## src/hdl/ksc_pkg.sv

```systemverilog
// Shared types, constants and the letter decoder of the cipher core.
package ksc_pkg;

    localparam int LETTERS = 26;

    localparam logic [7:0] LOWER_A      = 8'd97;
    localparam logic [7:0] CASE_GAP     = 8'd32;
    localparam logic [7:0] SPACE_CHAR   = 8'd32;
    localparam logic [7:0] CHAR_UPPER_A = 8'h41;
    localparam logic [7:0] CHAR_UPPER_Z = 8'h5A;
    localparam logic [7:0] CHAR_LOWER_A = 8'h61;
    localparam logic [7:0] CHAR_LOWER_Z = 8'h7A;

    localparam logic [4:0] LAST_LETTER = 5'(LETTERS - 1);
    localparam logic [4:0] FULL_COUNT  = 5'(LETTERS);

    typedef logic [4:0] t_letter;

    typedef enum logic [2:0] {
        MODE_KEY_BEGIN  = 3'd0,
        MODE_KEY_CHAR   = 3'd1,
        MODE_KEY_FINISH = 3'd2,
        MODE_ENCRYPT    = 3'd3,
        MODE_DECRYPT    = 3'd4
    } t_mode;

    // Control word from the sequencer to the table store
    typedef struct packed {
        logic    clear;
        logic    place_en;
        t_letter place_letter;
    } t_tbl_ctrl;

    typedef struct packed {
        logic    valid;
        t_letter idx;
    } t_letter_dec;

    // Fold case and map a byte to a letter index
    function automatic t_letter_dec letter_index(input logic [7:0] c);
        logic [7:0]  v;
        t_letter_dec d;
        v = c;
        if (v >= CHAR_UPPER_A && v <= CHAR_UPPER_Z) begin
            v = v + CASE_GAP;
        end
        d.valid = (v >= CHAR_LOWER_A && v <= CHAR_LOWER_Z);
        d.idx   = 5'(v - CHAR_LOWER_A);
        return d;
    endfunction

endpackage

```

## src/hdl/keyword_substitution_cipher_core.sv

```systemverilog
// Keyword substitution cipher core: one character word in, at most one word out.
// Usage: each input word carries a mode in tuser and a character in tdata. Key
// begin, key character, encrypt and decrypt words can be sent back to back
// while the output is not stalled; encrypt and decrypt give a lowercase letter
// or a space on the output register in the next cycle, and drop other
// characters. Key finish is accepted and then followed by 26 steps of the
// placement unit, which walks the alphabet one letter a cycle and assigns every
// unused letter in order; tready stays low during that walk. Tables come out of
// reset as the identity mapping. The output register parts the two sides: a new
// word is taken when the output is empty or being drained in the same cycle.
module keyword_substitution_cipher_core (
    input  logic       i_clk,
    input  logic       i_rst_n,
    input  logic       i_s_tvalid,
    output logic       o_s_tready,
    input  logic [7:0] i_s_tdata,   // [7:0] char_in
    input  logic [2:0] i_s_tuser,   // [2:0] mode
    output logic       o_m_tvalid,
    input  logic       i_m_tready,
    output logic [7:0] o_m_tdata    // [7:0] char_out
);
    import ksc_pkg::*;

    typedef enum logic [1:0] {
        ST_IDLE = 2'b01,
        ST_WALK = 2'b10
    } t_state;

    t_state      r_state, n_state;
    t_letter     r_walk,  n_walk;
    logic        r_ovalid, n_ovalid;
    logic [7:0]  r_odata,  n_odata;

    logic        accept;
    t_mode       mode;
    t_letter_dec dec;
    t_tbl_ctrl   ctrl;
    t_letter     fwd, inv;

    assign mode   = t_mode'(i_s_tuser);
    assign dec    = letter_index(i_s_tdata);
    assign o_s_tready = (r_state == ST_IDLE) && (!r_ovalid || i_m_tready);
    assign accept = i_s_tvalid && o_s_tready;

    ksc_tables u_tables (
        .i_clk       (i_clk),
        .i_rst_n     (i_rst_n),
        .i_ctrl      (ctrl),
        .i_rd_letter (dec.idx),
        .o_fwd       (fwd),
        .o_inv       (inv)
    );

    // Sequence modes and drive the table store
    always_comb begin
        n_state       = r_state;
        n_walk        = r_walk;
        n_ovalid      = r_ovalid && !i_m_tready;
        n_odata       = r_odata;
        ctrl.clear    = 1'b0;
        ctrl.place_en = 1'b0;
        ctrl.place_letter = dec.idx;
        unique case (r_state)
            ST_IDLE: begin
                if (accept) begin
                    unique case (mode)
                        MODE_KEY_BEGIN: ctrl.clear = 1'b1;
                        MODE_KEY_CHAR:  ctrl.place_en = dec.valid;
                        MODE_KEY_FINISH: begin
                            n_walk  = '0;
                            n_state = ST_WALK;
                        end
                        MODE_ENCRYPT, MODE_DECRYPT: begin
                            if (i_s_tdata == SPACE_CHAR) begin
                                n_ovalid = 1'b1;
                                n_odata  = SPACE_CHAR;
                            end else if (dec.valid) begin
                                n_ovalid = 1'b1;
                                n_odata  = LOWER_A + {3'b000,
                                           (mode == MODE_ENCRYPT) ? fwd : inv};
                            end
                        end
                        default: ;
                    endcase
                end
            end
            ST_WALK: begin
                ctrl.place_en     = 1'b1;
                ctrl.place_letter = r_walk;
                n_walk            = r_walk + 5'd1;
                if (r_walk == LAST_LETTER) begin
                    n_state = ST_IDLE;
                end
            end
            default: n_state = ST_IDLE;
        endcase
    end

    // Hold control state
    always_ff @(posedge i_clk) begin
        if (!i_rst_n) begin
            r_state  <= ST_IDLE;
            r_walk   <= '0;
            r_ovalid <= 1'b0;
        end else begin
            r_state  <= n_state;
            r_walk   <= n_walk;
            r_ovalid <= n_ovalid;
        end
    end

    // Hold the output word
    always_ff @(posedge i_clk) begin
        r_odata <= n_odata;
    end

    assign o_m_tvalid = r_ovalid;
    assign o_m_tdata  = r_odata;

endmodule

```

## src/hdl/ksc_tables.sv

```systemverilog
// Forward and inverse letter tables with the shared letter placement unit.
module ksc_tables (
    input  logic               i_clk,
    input  logic               i_rst_n,
    input  ksc_pkg::t_tbl_ctrl i_ctrl,
    input  ksc_pkg::t_letter   i_rd_letter,
    output ksc_pkg::t_letter   o_fwd,
    output ksc_pkg::t_letter   o_inv
);
    import ksc_pkg::*;

    t_letter             r_fwd [LETTERS];
    t_letter             r_inv [LETTERS];
    logic [LETTERS-1:0]  r_used;
    logic [4:0]          r_fill;
    logic                place_ok;

    // Place only a fresh letter while slots remain
    assign place_ok = i_ctrl.place_en && (r_fill < FULL_COUNT)
                      && (i_ctrl.place_letter <= LAST_LETTER)
                      && !r_used[i_ctrl.place_letter];

    // Clear to identity, or write one letter into both tables
    always_ff @(posedge i_clk) begin
        if (!i_rst_n || i_ctrl.clear) begin
            for (int i = 0; i < LETTERS; i++) begin
                r_fwd[i] <= 5'(i);
                r_inv[i] <= 5'(i);
            end
            r_used <= '0;
            r_fill <= '0;
        end else if (place_ok) begin
            r_fwd[r_fill]              <= i_ctrl.place_letter;
            r_inv[i_ctrl.place_letter] <= r_fill;
            r_used[i_ctrl.place_letter] <= 1'b1;
            r_fill                     <= r_fill + 5'd1;
        end
    end

    // Look up the text letter in both directions
    assign o_fwd = r_fwd[i_rd_letter];
    assign o_inv = r_inv[i_rd_letter];

endmodule

```

## config.mk

```make
export PLATFORM = sky130hd
export DESIGN_NAME = keyword_substitution_cipher_core
export DESIGN_NICKNAME = d
export VERILOG_FILES = /design/src/hdl/ksc_pkg.sv /design/src/hdl/keyword_substitution_cipher_core.sv /design/src/hdl/ksc_tables.sv
export SDC_FILE = /design/constraint.sdc
export NUM_CORES = 1
export LEC_CHECK = 0
export CORE_UTILIZATION = 40
export CTS_CLUSTER_DIAMETER = 30
export DETAILED_ROUTE_END_ITERATION = 7
export DONT_BUFFER_PORTS = 1
export MAX_ROUTING_LAYER = met4
export PLACE_DENSITY = 0.54
export SYNTH_ARGS = -nofsm -noshare
export SYNTH_HDL_FRONTEND = slang
export SYNTH_SLANG_ARGS = --single-unit
```

## constraint.sdc

```tcl
create_clock -name i_clk -period 4.25 [get_ports i_clk]
set_input_delay 0.85 -clock i_clk [delete_from_list [all_inputs] [get_ports i_clk]]
set_output_delay 0.85 -clock i_clk [all_outputs]
set_load 0.01 [all_outputs]
```

==> run summary, run 1 <==
The total setup violations reported at the end of the flow is 0. Once layout is complete, the cells apart from fillers number 2,031. The flow ran to the end, and the final reports show no timing, DRC or antenna violations. The initial antenna violation count is 0. Setup repair after global routing left no endpoint under its margin. For the final routed database, the setup TNS stands at 0 ns. The initial utilization of the core area, before any placement, comes to 0.409.

The core area came out at approximately 42,000 µm². The number of placed cells counting well taps came out at 1,882. The number of global-route vias before repair came out at 11,830. The number of hold violations in the final report came out at 0. For this run, asynchronously set or reset flops after synthesis account for 0. The post-synthesis average cell area came out at 13.6 µm². The netlist area before placement came out at 17,300 µm². The top cell types in the final layout, fill and taps aside, are sky130_fd_sc_hd__edfxtp_1 (328), sky130_fd_sc_hd__nor2_1 (134), sky130_fd_sc_hd__buf_4 (125).

The number of distinct library cells after synthesis is 65. The total global-route track usage came out at 0.231. The total number of vias is 11,437.

The count of boundary I/O pins came out at 25. The remaining global-route overflow came out at 0. The maximum VDD drop came out at 0.363 mV. The maximum number of pins on one net before global-route repair came out at between 80 and 90. The buffer depth of the longest clock path came out at 3.

The number of nets in the layout came out at ~1,500. The library cell used most frequently in the layout, excluding fill and tap cells, is sky130_fd_sc_hd__edfxtp_1. The clock-pin slew of the registers on the worst-case setup and hold paths is 0.05 ns. The count of synthesis-stage warnings from yosys is 0. The total of hold buffers inserted after clock tree synthesis came out at 0. Synthesis inferred approximately 370 register bits.

The estimated wirelength of the detail-placed design is 30,900 µm. The static leakage came out at just over 7 nW. The standard-cell row count came out at 75. The CTS tree is yes.

The number of pins exceeding their max-slew limit in the final report is 0. The fraction of the cycle the final worst path needs came out at 0.879. The cell count after synthesis came out at 1,270.

The normalized max-slew margin is 0.328. The path class of the tightest hold or removal check is in2reg. The data required time at the worst endpoint is 4.55 ns. At the worst endpoint, the arrival time is ~4.0 ns. The number of detailed-route iterations in the first pass came out at 5. The post-CTS setup-driven buffer insertion count is 0. At the pin with the least slew margin, the transition time is approximately 1.0 ns. The count of antenna-violating nets left after detailed routing is 0. The number of buffers inserted by port buffering is 0. Yosys mapped a number of flops with a built-in enable equal to 328. The floorplan die height is 210 µm. The wire length of the first global-routing pass came out at 72,800 µm. The final weighted congestion in routability-driven placement is 0.851.

The via-per-instance ratio is ~5.6. The number of design-rule violations left by the first detailed-router iteration is between 900 and 1,000. The post-cts gate resize count is 0.

For this run, the leading register cell type out of synthesis is sky130_fd_sc_hd__edfxtp_1. The clock reaches the later pin of the worst-skew pair after 0.59 ns. The highest clock rate came out at 268 MHz. The total routed wirelength is between 40,000 and 50,000 µm. The floorplan die width is 210 µm. The number of buffers created by CTS came out at 81. The area enclosed by the die boundary came out at 44,000 µm². The post-synthesis to final-layout area growth came out at 24.6%. The clock period minus final worst setup slack is 3.73 ns. The number of levels the H-tree was split into came out at 3. The diode insertion count for antenna repair is 0. The routed length per placed instance is 23.5 µm. The cell sitting at the root of the clock tree is a sky130_fd_sc_hd__clkbuf_16. The worst setup path is launched from a flip-flop.

The number of max-capacitance violations reported is 0. On the final layout, the worst clock skew is 0.0254 ns. The count of unresolved DRC violations after routing came out at 0.

The maximum net fanout on the critical path came out at 14. The power per unit of standard cell area came out at 511 nW/µm². By startpoint and endpoint, the worst setup path is classified as reg2reg. STA classifies the critical path endpoint as a flip-flop. The proportion of synthesized chip area in sequential cells came out at 0.616.

The fraction of final layout cells sized beyond drive strength 1 came out at 0.265. The number of clock sinks came out at 367. Fill cells in the final layout number 3,550.
final cells by class:
class	instances	area, µm²	share of cell area
tap	539	674	0.0314
multi-input combinational	825	6310	0.294
timing repair buffer	132	1080	0.0502
clock buffer	89	2090	0.0970
sequential	367	10600	0.494
inverter	19	71.3	0.00332
clock inverter	60	651	0.0303
power breakdown:
group,leakage [nW],total (W),internal (W),switching [W]
sequential,3.39,0.00406,0.00403,0.0000287
combinational,2.57,0.000732,0.000307,0.000425
clock,1.31,0.00620,0.00416,0.00204
total,7.27,0.0110,0.00850,0.00250
critical path, cell delays in order, from the launching register on:
cell                      delay (ns)
sky130_fd_sc_hd__dfxtp_1        0.31
sky130_fd_sc_hd__inv_1          0.07
sky130_fd_sc_hd__ha_1           0.48
sky130_fd_sc_hd__inv_2          0.18
sky130_fd_sc_hd__o21ai_2        0.29
sky130_fd_sc_hd__buf_4          0.25
sky130_fd_sc_hd__mux2i_1        0.31
sky130_fd_sc_hd__mux2i_1        0.18
sky130_fd_sc_hd__mux2i_4        0.34
sky130_fd_sc_hd__nand3_2        0.31
sky130_fd_sc_hd__buf_4          0.30
sky130_fd_sc_hd__o21ai_0        0.24
sky130_fd_sc_hd__buf_4          0.17
state kept, by name, summed over array words and instances, names as in the netlist:
register         flops
u_tables.r_fwd     160
u_tables.r_inv     160
u_tables.r_used     26
o_m_tdata            8
r_walk               5
u_tables.r_fill      5
r_state              2
o_m_tvalid           1
logic make-up (layout without fill, tap and decap cells):
logic type | count (synthesis) | count (layout) | synth area share
compound gates | 134 | 134 | 0.0468
xor+xnor | 7 | 7 | 0.00442
fa+ha+maj | 14 | 14 | 0.0101
buf+inv | 127 | 300 | 0.0324
flops | 367 | 367 | 0.616
mux | 116 | 116 | 0.142
other cells | 1 | 50 | 0.000217
simple gates | 504 | 504 | 0.148
path summary, 6_finish.rpt:
| kind | start | cells after the start | slack [ns] | end |
|---|---|---|---|---|
| setup / recovery | r_state[0]$_SDFFE_PN1P_ | 12 | 0.52 | u_tables.r_fwd[17][0]$_SDFFCE_PN1P_ |
| hold / removal | i_rst_n | 1 | 0.41 | o_m_tvalid$_SDFF_PN0_ |
| setup reg to reg | r_state[0]$_SDFFE_PN1P_ | 12 | 0.52 | u_tables.r_fwd[17][0]$_SDFFCE_PN1P_ |
| hold reg to reg | u_tables.r_used[16]$_SDFFE_PP0P_ | 1 | 0.45 | u_tables.r_used[16]$_SDFFE_PP0P_ |
Yosys cell counts (29+ instances only):
| master | n | share of area |
|---|---|---|
| sky130_fd_sc_hd__edfxtp_1 | 328 | 0.57 |
| sky130_fd_sc_hd__clkbuf_1 | 65 | 0.014 |
| sky130_fd_sc_hd__nand2_1 | 99 | 0.022 |
| sky130_fd_sc_hd__nand4_1 | 29 | 0.011 |
| sky130_fd_sc_hd__buf_2 | 30 | 0.0087 |
| sky130_fd_sc_hd__nand3_1 | 42 | 0.012 |
| sky130_fd_sc_hd__dfxtp_1 | 39 | 0.045 |
| sky130_fd_sc_hd__o21ai_0 | 74 | 0.021 |
| sky130_fd_sc_hd__nor2_1 | 134 | 0.029 |
| sky130_fd_sc_hd__nor3_1 | 48 | 0.014 |
| sky130_fd_sc_hd__or3_1 | 55 | 0.020 |
| sky130_fd_sc_hd__mux4_2 | 102 | 0.13 |
routing by layer:
layer	GRT usage	part of all wire	up-vias	wire length (µm)
met5	-	0	-	0
met4	0.0808	0.023	0	1100
met3	0.0486	0.061	74	2900
met2	0.366	0.49	375	23300
met1	0.294	0.43	5818	20400
li1	-	-	5170	-
through the flow:
stage / setup slack [ns] / instance area (µm²) / hold WS (ns) / util / total power [W]
2_1_floorplan: 0.124 / 17400 / 0.417 / - / 0.00457
3_3_place_gp: 0.138 / 18800 / 0.435 / 0.444 / 0.00484
3_5_place_dp: 0.0755 / 18800 / 0.441 / 0.444 / 0.00486
4_1_cts: 0.476 / 21500 / 0.379 / 0.509 / 0.0111
5_1_grt: 0.263 / 21500 / 0.389 / 0.509 / 0.0113
6_report: 0.516 / 21500 / 0.406 / 0.509 / 0.0110
Note: power is estimated with default switching activity, not from simulation.
==> run 2, diff against run 1 <==
--- a/config.mk
+++ b/config.mk
@@ -10,7 +10,7 @@
 export DETAILED_ROUTE_END_ITERATION = 7
 export DONT_BUFFER_PORTS = 1
 export MAX_ROUTING_LAYER = met4
-export PLACE_DENSITY = 0.54
+export PLACE_DENSITY = 0.52
 export SYNTH_ARGS = -nofsm -noshare
 export SYNTH_HDL_FRONTEND = slang
 export SYNTH_SLANG_ARGS = --single-unit
==> constraint.sdc (replaced) <==
create_clock -name i_clk -period 4.6 [get_ports i_clk]
set_input_delay 0.92 -clock i_clk [delete_from_list [all_inputs] [get_ports i_clk]]
set_output_delay 0.92 -clock i_clk [all_outputs]
set_load 0.01 [all_outputs]
==> run summary, run 2 (same netlist as run 1, synthesis figures left out) <==
The flow ran to the end, and the final reports show no timing, DRC or antenna violations. The startpoint of the most critical hold path is u_tables.r_used[24]$_SDFFE_PP0P_. The worst register-to-register path ends at u_tables.r_inv[6][1]$_SDFFCE_PN1P_.

No sink is reached through more buffers than the 3 on the longest clock path. The number of max-capacitance violations reported is 0. The number of clock sinks is 367. The diode insertion count for antenna repair came out at 0. The floorplan die width came out at 210 µm. The met2 usage in global routing came out at 0.369. The clock period minus final worst setup slack came out at 3.76 ns. The highest clock rate came out at 266 MHz.

For the worst setup path, the data required time is just under 5 ns. The type of the worst setup path is in2reg. The number of pins exceeding their max-slew limit in the final report is 0. The number of global-route vias before repair came to 11,754. Clock-pin slew was measured on the worst setup and hold paths at 0.04 ns. The wire length of the first global-routing pass came out at 72,900 µm. The data arrival at the endpoint of the critical path is 4.05 ns. The floorplan die height is 210 µm. The cell sitting at the root of the clock tree is a sky130_fd_sc_hd__clkbuf_16.

The initialized floorplan defines 75 standard-cell rows. The total negative slack came out at 0 ns. The routed length per placed instance is 23.6 µm. The estimated wirelength of the detail-placed design came out at 30,100 µm.

The initial antenna violation count is 0. The fraction of the cycle the final worst path needs is 0.817. After detailed placement, the total cell area comes to 18,600 µm². The count of boundary I/O pins is 25. The largest registers in the layout are u_tables.r_fwd (160), u_tables.r_inv (160), u_tables.r_used (26).

The effective utilization at floorplan came out at 0.409. The power per unit of standard cell area came out at 489 nW/µm². The maximum VDD drop came out at 0.247 mV. In this run the register-to-register setup slack is 0.88 ns.

The number of buffers created by CTS came out at 89. The maximum net fanout on the critical path came out at a little under 90. After detailed routing, the total wire length is 47,900 µm. The H-tree was split into 3 levels. The core area came out at 42,200 µm². The worst clock skew on the final layout is 0.0228 ns. The commonest non-fill, non-tap cell in the layout is sky130_fd_sc_hd__edfxtp_1. The slew at the pin closest to its max-slew limit came out at slightly above 1 ns. Setup repair after global routing left no endpoint under its margin. The total setup violations reported at the end of the flow is 0. The number of detailed-route iterations in the first pass is 5. The later pin in the worst-skew pair is clocked with a latency of about 0.6 ns. In the global route stage, met3 resource usage came out at 0.0397. The CTS tree is yes. The number of nets in the layout came out at 1,447. The post-synthesis to final-layout area growth is 25.0%.

STA classifies the critical path startpoint as a primary input. The tightest min-delay check is of the reg2reg type. The worst hold slack came out at 0.447 ns. The post-CTS setup-driven buffer insertion count is 0. For this design the static power due to leakage is 7.29 nW.

The layer with the highest usage is met2. In the global route stage, overall resource usage came out at 0.231. The final instance area is roughly 22,000 µm². The number of placed cells counting well taps is 1,866. The worst register-to-register path has a depth of 14. The area enclosed by the die boundary came out at 44,000 µm².

Leaving out fill and tap cells, the most frequent cells in the layout are sky130_fd_sc_hd__edfxtp_1 (328), sky130_fd_sc_hd__nor2_1 (134), sky130_fd_sc_hd__buf_4 (113). The startpoint identified for the worst register-to-register timing path is r_state[0]$_SDFFE_PN1P_. In this run the tightest slew margin relative to its limit is 0.309.

The final weighted congestion in routability-driven placement came out at 0.800. Of the cells placed in the final design, the portion with a size suffix greater than 1 is 0.264. The final standard cell count with taps included and fillers excluded is 2,029. The remaining global-route overflow is 0.

The instance count along the most critical hold path is 2. The number of hold buffers added after CTS was 0. For hold timing, the worst endpoint is u_tables.r_used[24]$_SDFFE_PP0P_. The number of buffers inserted by port buffering is 0. After detailed routing, the number of vias per cell comes to ~5.6. The beginning of the critical path is i_s_tdata[0]. The number of design-rule violations left by the first detailed-router iteration came out at 1,065. The post-cts gate resize count came out at 0. The total number of vias is 11,433.

The count of antenna-violating nets left after detailed routing came out at 0. The number of hold violations in the final report came out at 0. For this run, design rule violations remaining after detail routing come to 0.

The worst setup path is captured at a flip-flop. Entering global routing, the biggest net connects slightly below 90 pins. The met1 demand-to-capacity share in global routing came out at 0.302. Power comes to 0.0106 W.
==> run 2: cell types whose count changed in the layout (fill, tap and decap cells not counted), sizes merged <==
cell,delta
clkbuf,+17
buf,-16
inv,-8
clkinvlp,+4
clkinv,+2
bufinv,-1
==> run 2: worst max-delay path, cell delays in order <==
cell	delay [ns]
sky130_fd_sc_hd__inv_1	0.04
sky130_fd_sc_hd__buf_4	0.15
sky130_fd_sc_hd__ha_4	0.29
sky130_fd_sc_hd__nor2b_1	0.15
sky130_fd_sc_hd__a21o_1	0.19
sky130_fd_sc_hd__inv_2	0.09
sky130_fd_sc_hd__mux4_2	0.49
sky130_fd_sc_hd__nand2_1	0.08
sky130_fd_sc_hd__a31oi_1	0.15
sky130_fd_sc_hd__mux2i_4	0.35
sky130_fd_sc_hd__buf_4	0.19
sky130_fd_sc_hd__nand2_1	0.36
sky130_fd_sc_hd__o31ai_1	0.37
sky130_fd_sc_hd__buf_4	0.19
==> run 2: metrics by stage <==
stage | util | setup slack (ns)
after detailed placement | 0.440 | 0.295
after CTS | 0.511 | 0.908
final | 0.511 | 0.843
after global placement | 0.440 | 0.319
after global routing | 0.511 | 0.658
after floorplan | - | 0.404
==> run 2: layout make-up <==
class | instances | area, µm²
flip-flops and latches | 367 | 10600
clock buffers | 106 | 2420
clock inverters | 57 | 563
inverters | 19 | 71.3
well taps | 539 | 674
repair buffers | 116 | 908
multi-input cells | 825 | 6310
fillers | 3557 | 20600
==> run 2: how the worst max path moves through the flow <==
stage                                          to  slack, ns
6_report       u_tables.r_inv[6][1]$_SDFFCE_PN1P_       0.84
3_5_place_dp   u_tables.r_inv[6][3]$_SDFFCE_PN0P_       0.29
3_3_place_gp   u_tables.r_inv[7][3]$_SDFFCE_PN0P_       0.32
4_1_cts        u_tables.r_inv[6][1]$_SDFFCE_PN1P_       0.91
5_1_grt        u_tables.r_inv[7][2]$_SDFFCE_PN1P_       0.66
2_1_floorplan  u_tables.r_inv[9][0]$_SDFFCE_PN1P_       0.40
==> run 2: per-layer routing <==
metal  part of all wire  vias to the layer above
met3              0.063                       68
met2               0.49                      410
met1               0.43                     5796
met4              0.019                        0
li1                   -                     5159
met5                  0                        -
==> run 2: power breakdown <==
part | leakage [nW] | total [W] | switching, W | internal (W)
clock network | 1.42 | 0.00614 | 0.00192 | 0.00422
registers | 3.39 | 0.00375 | 0.0000235 | 0.00373
logic | 2.47 | 0.000665 | 0.000394 | 0.000271
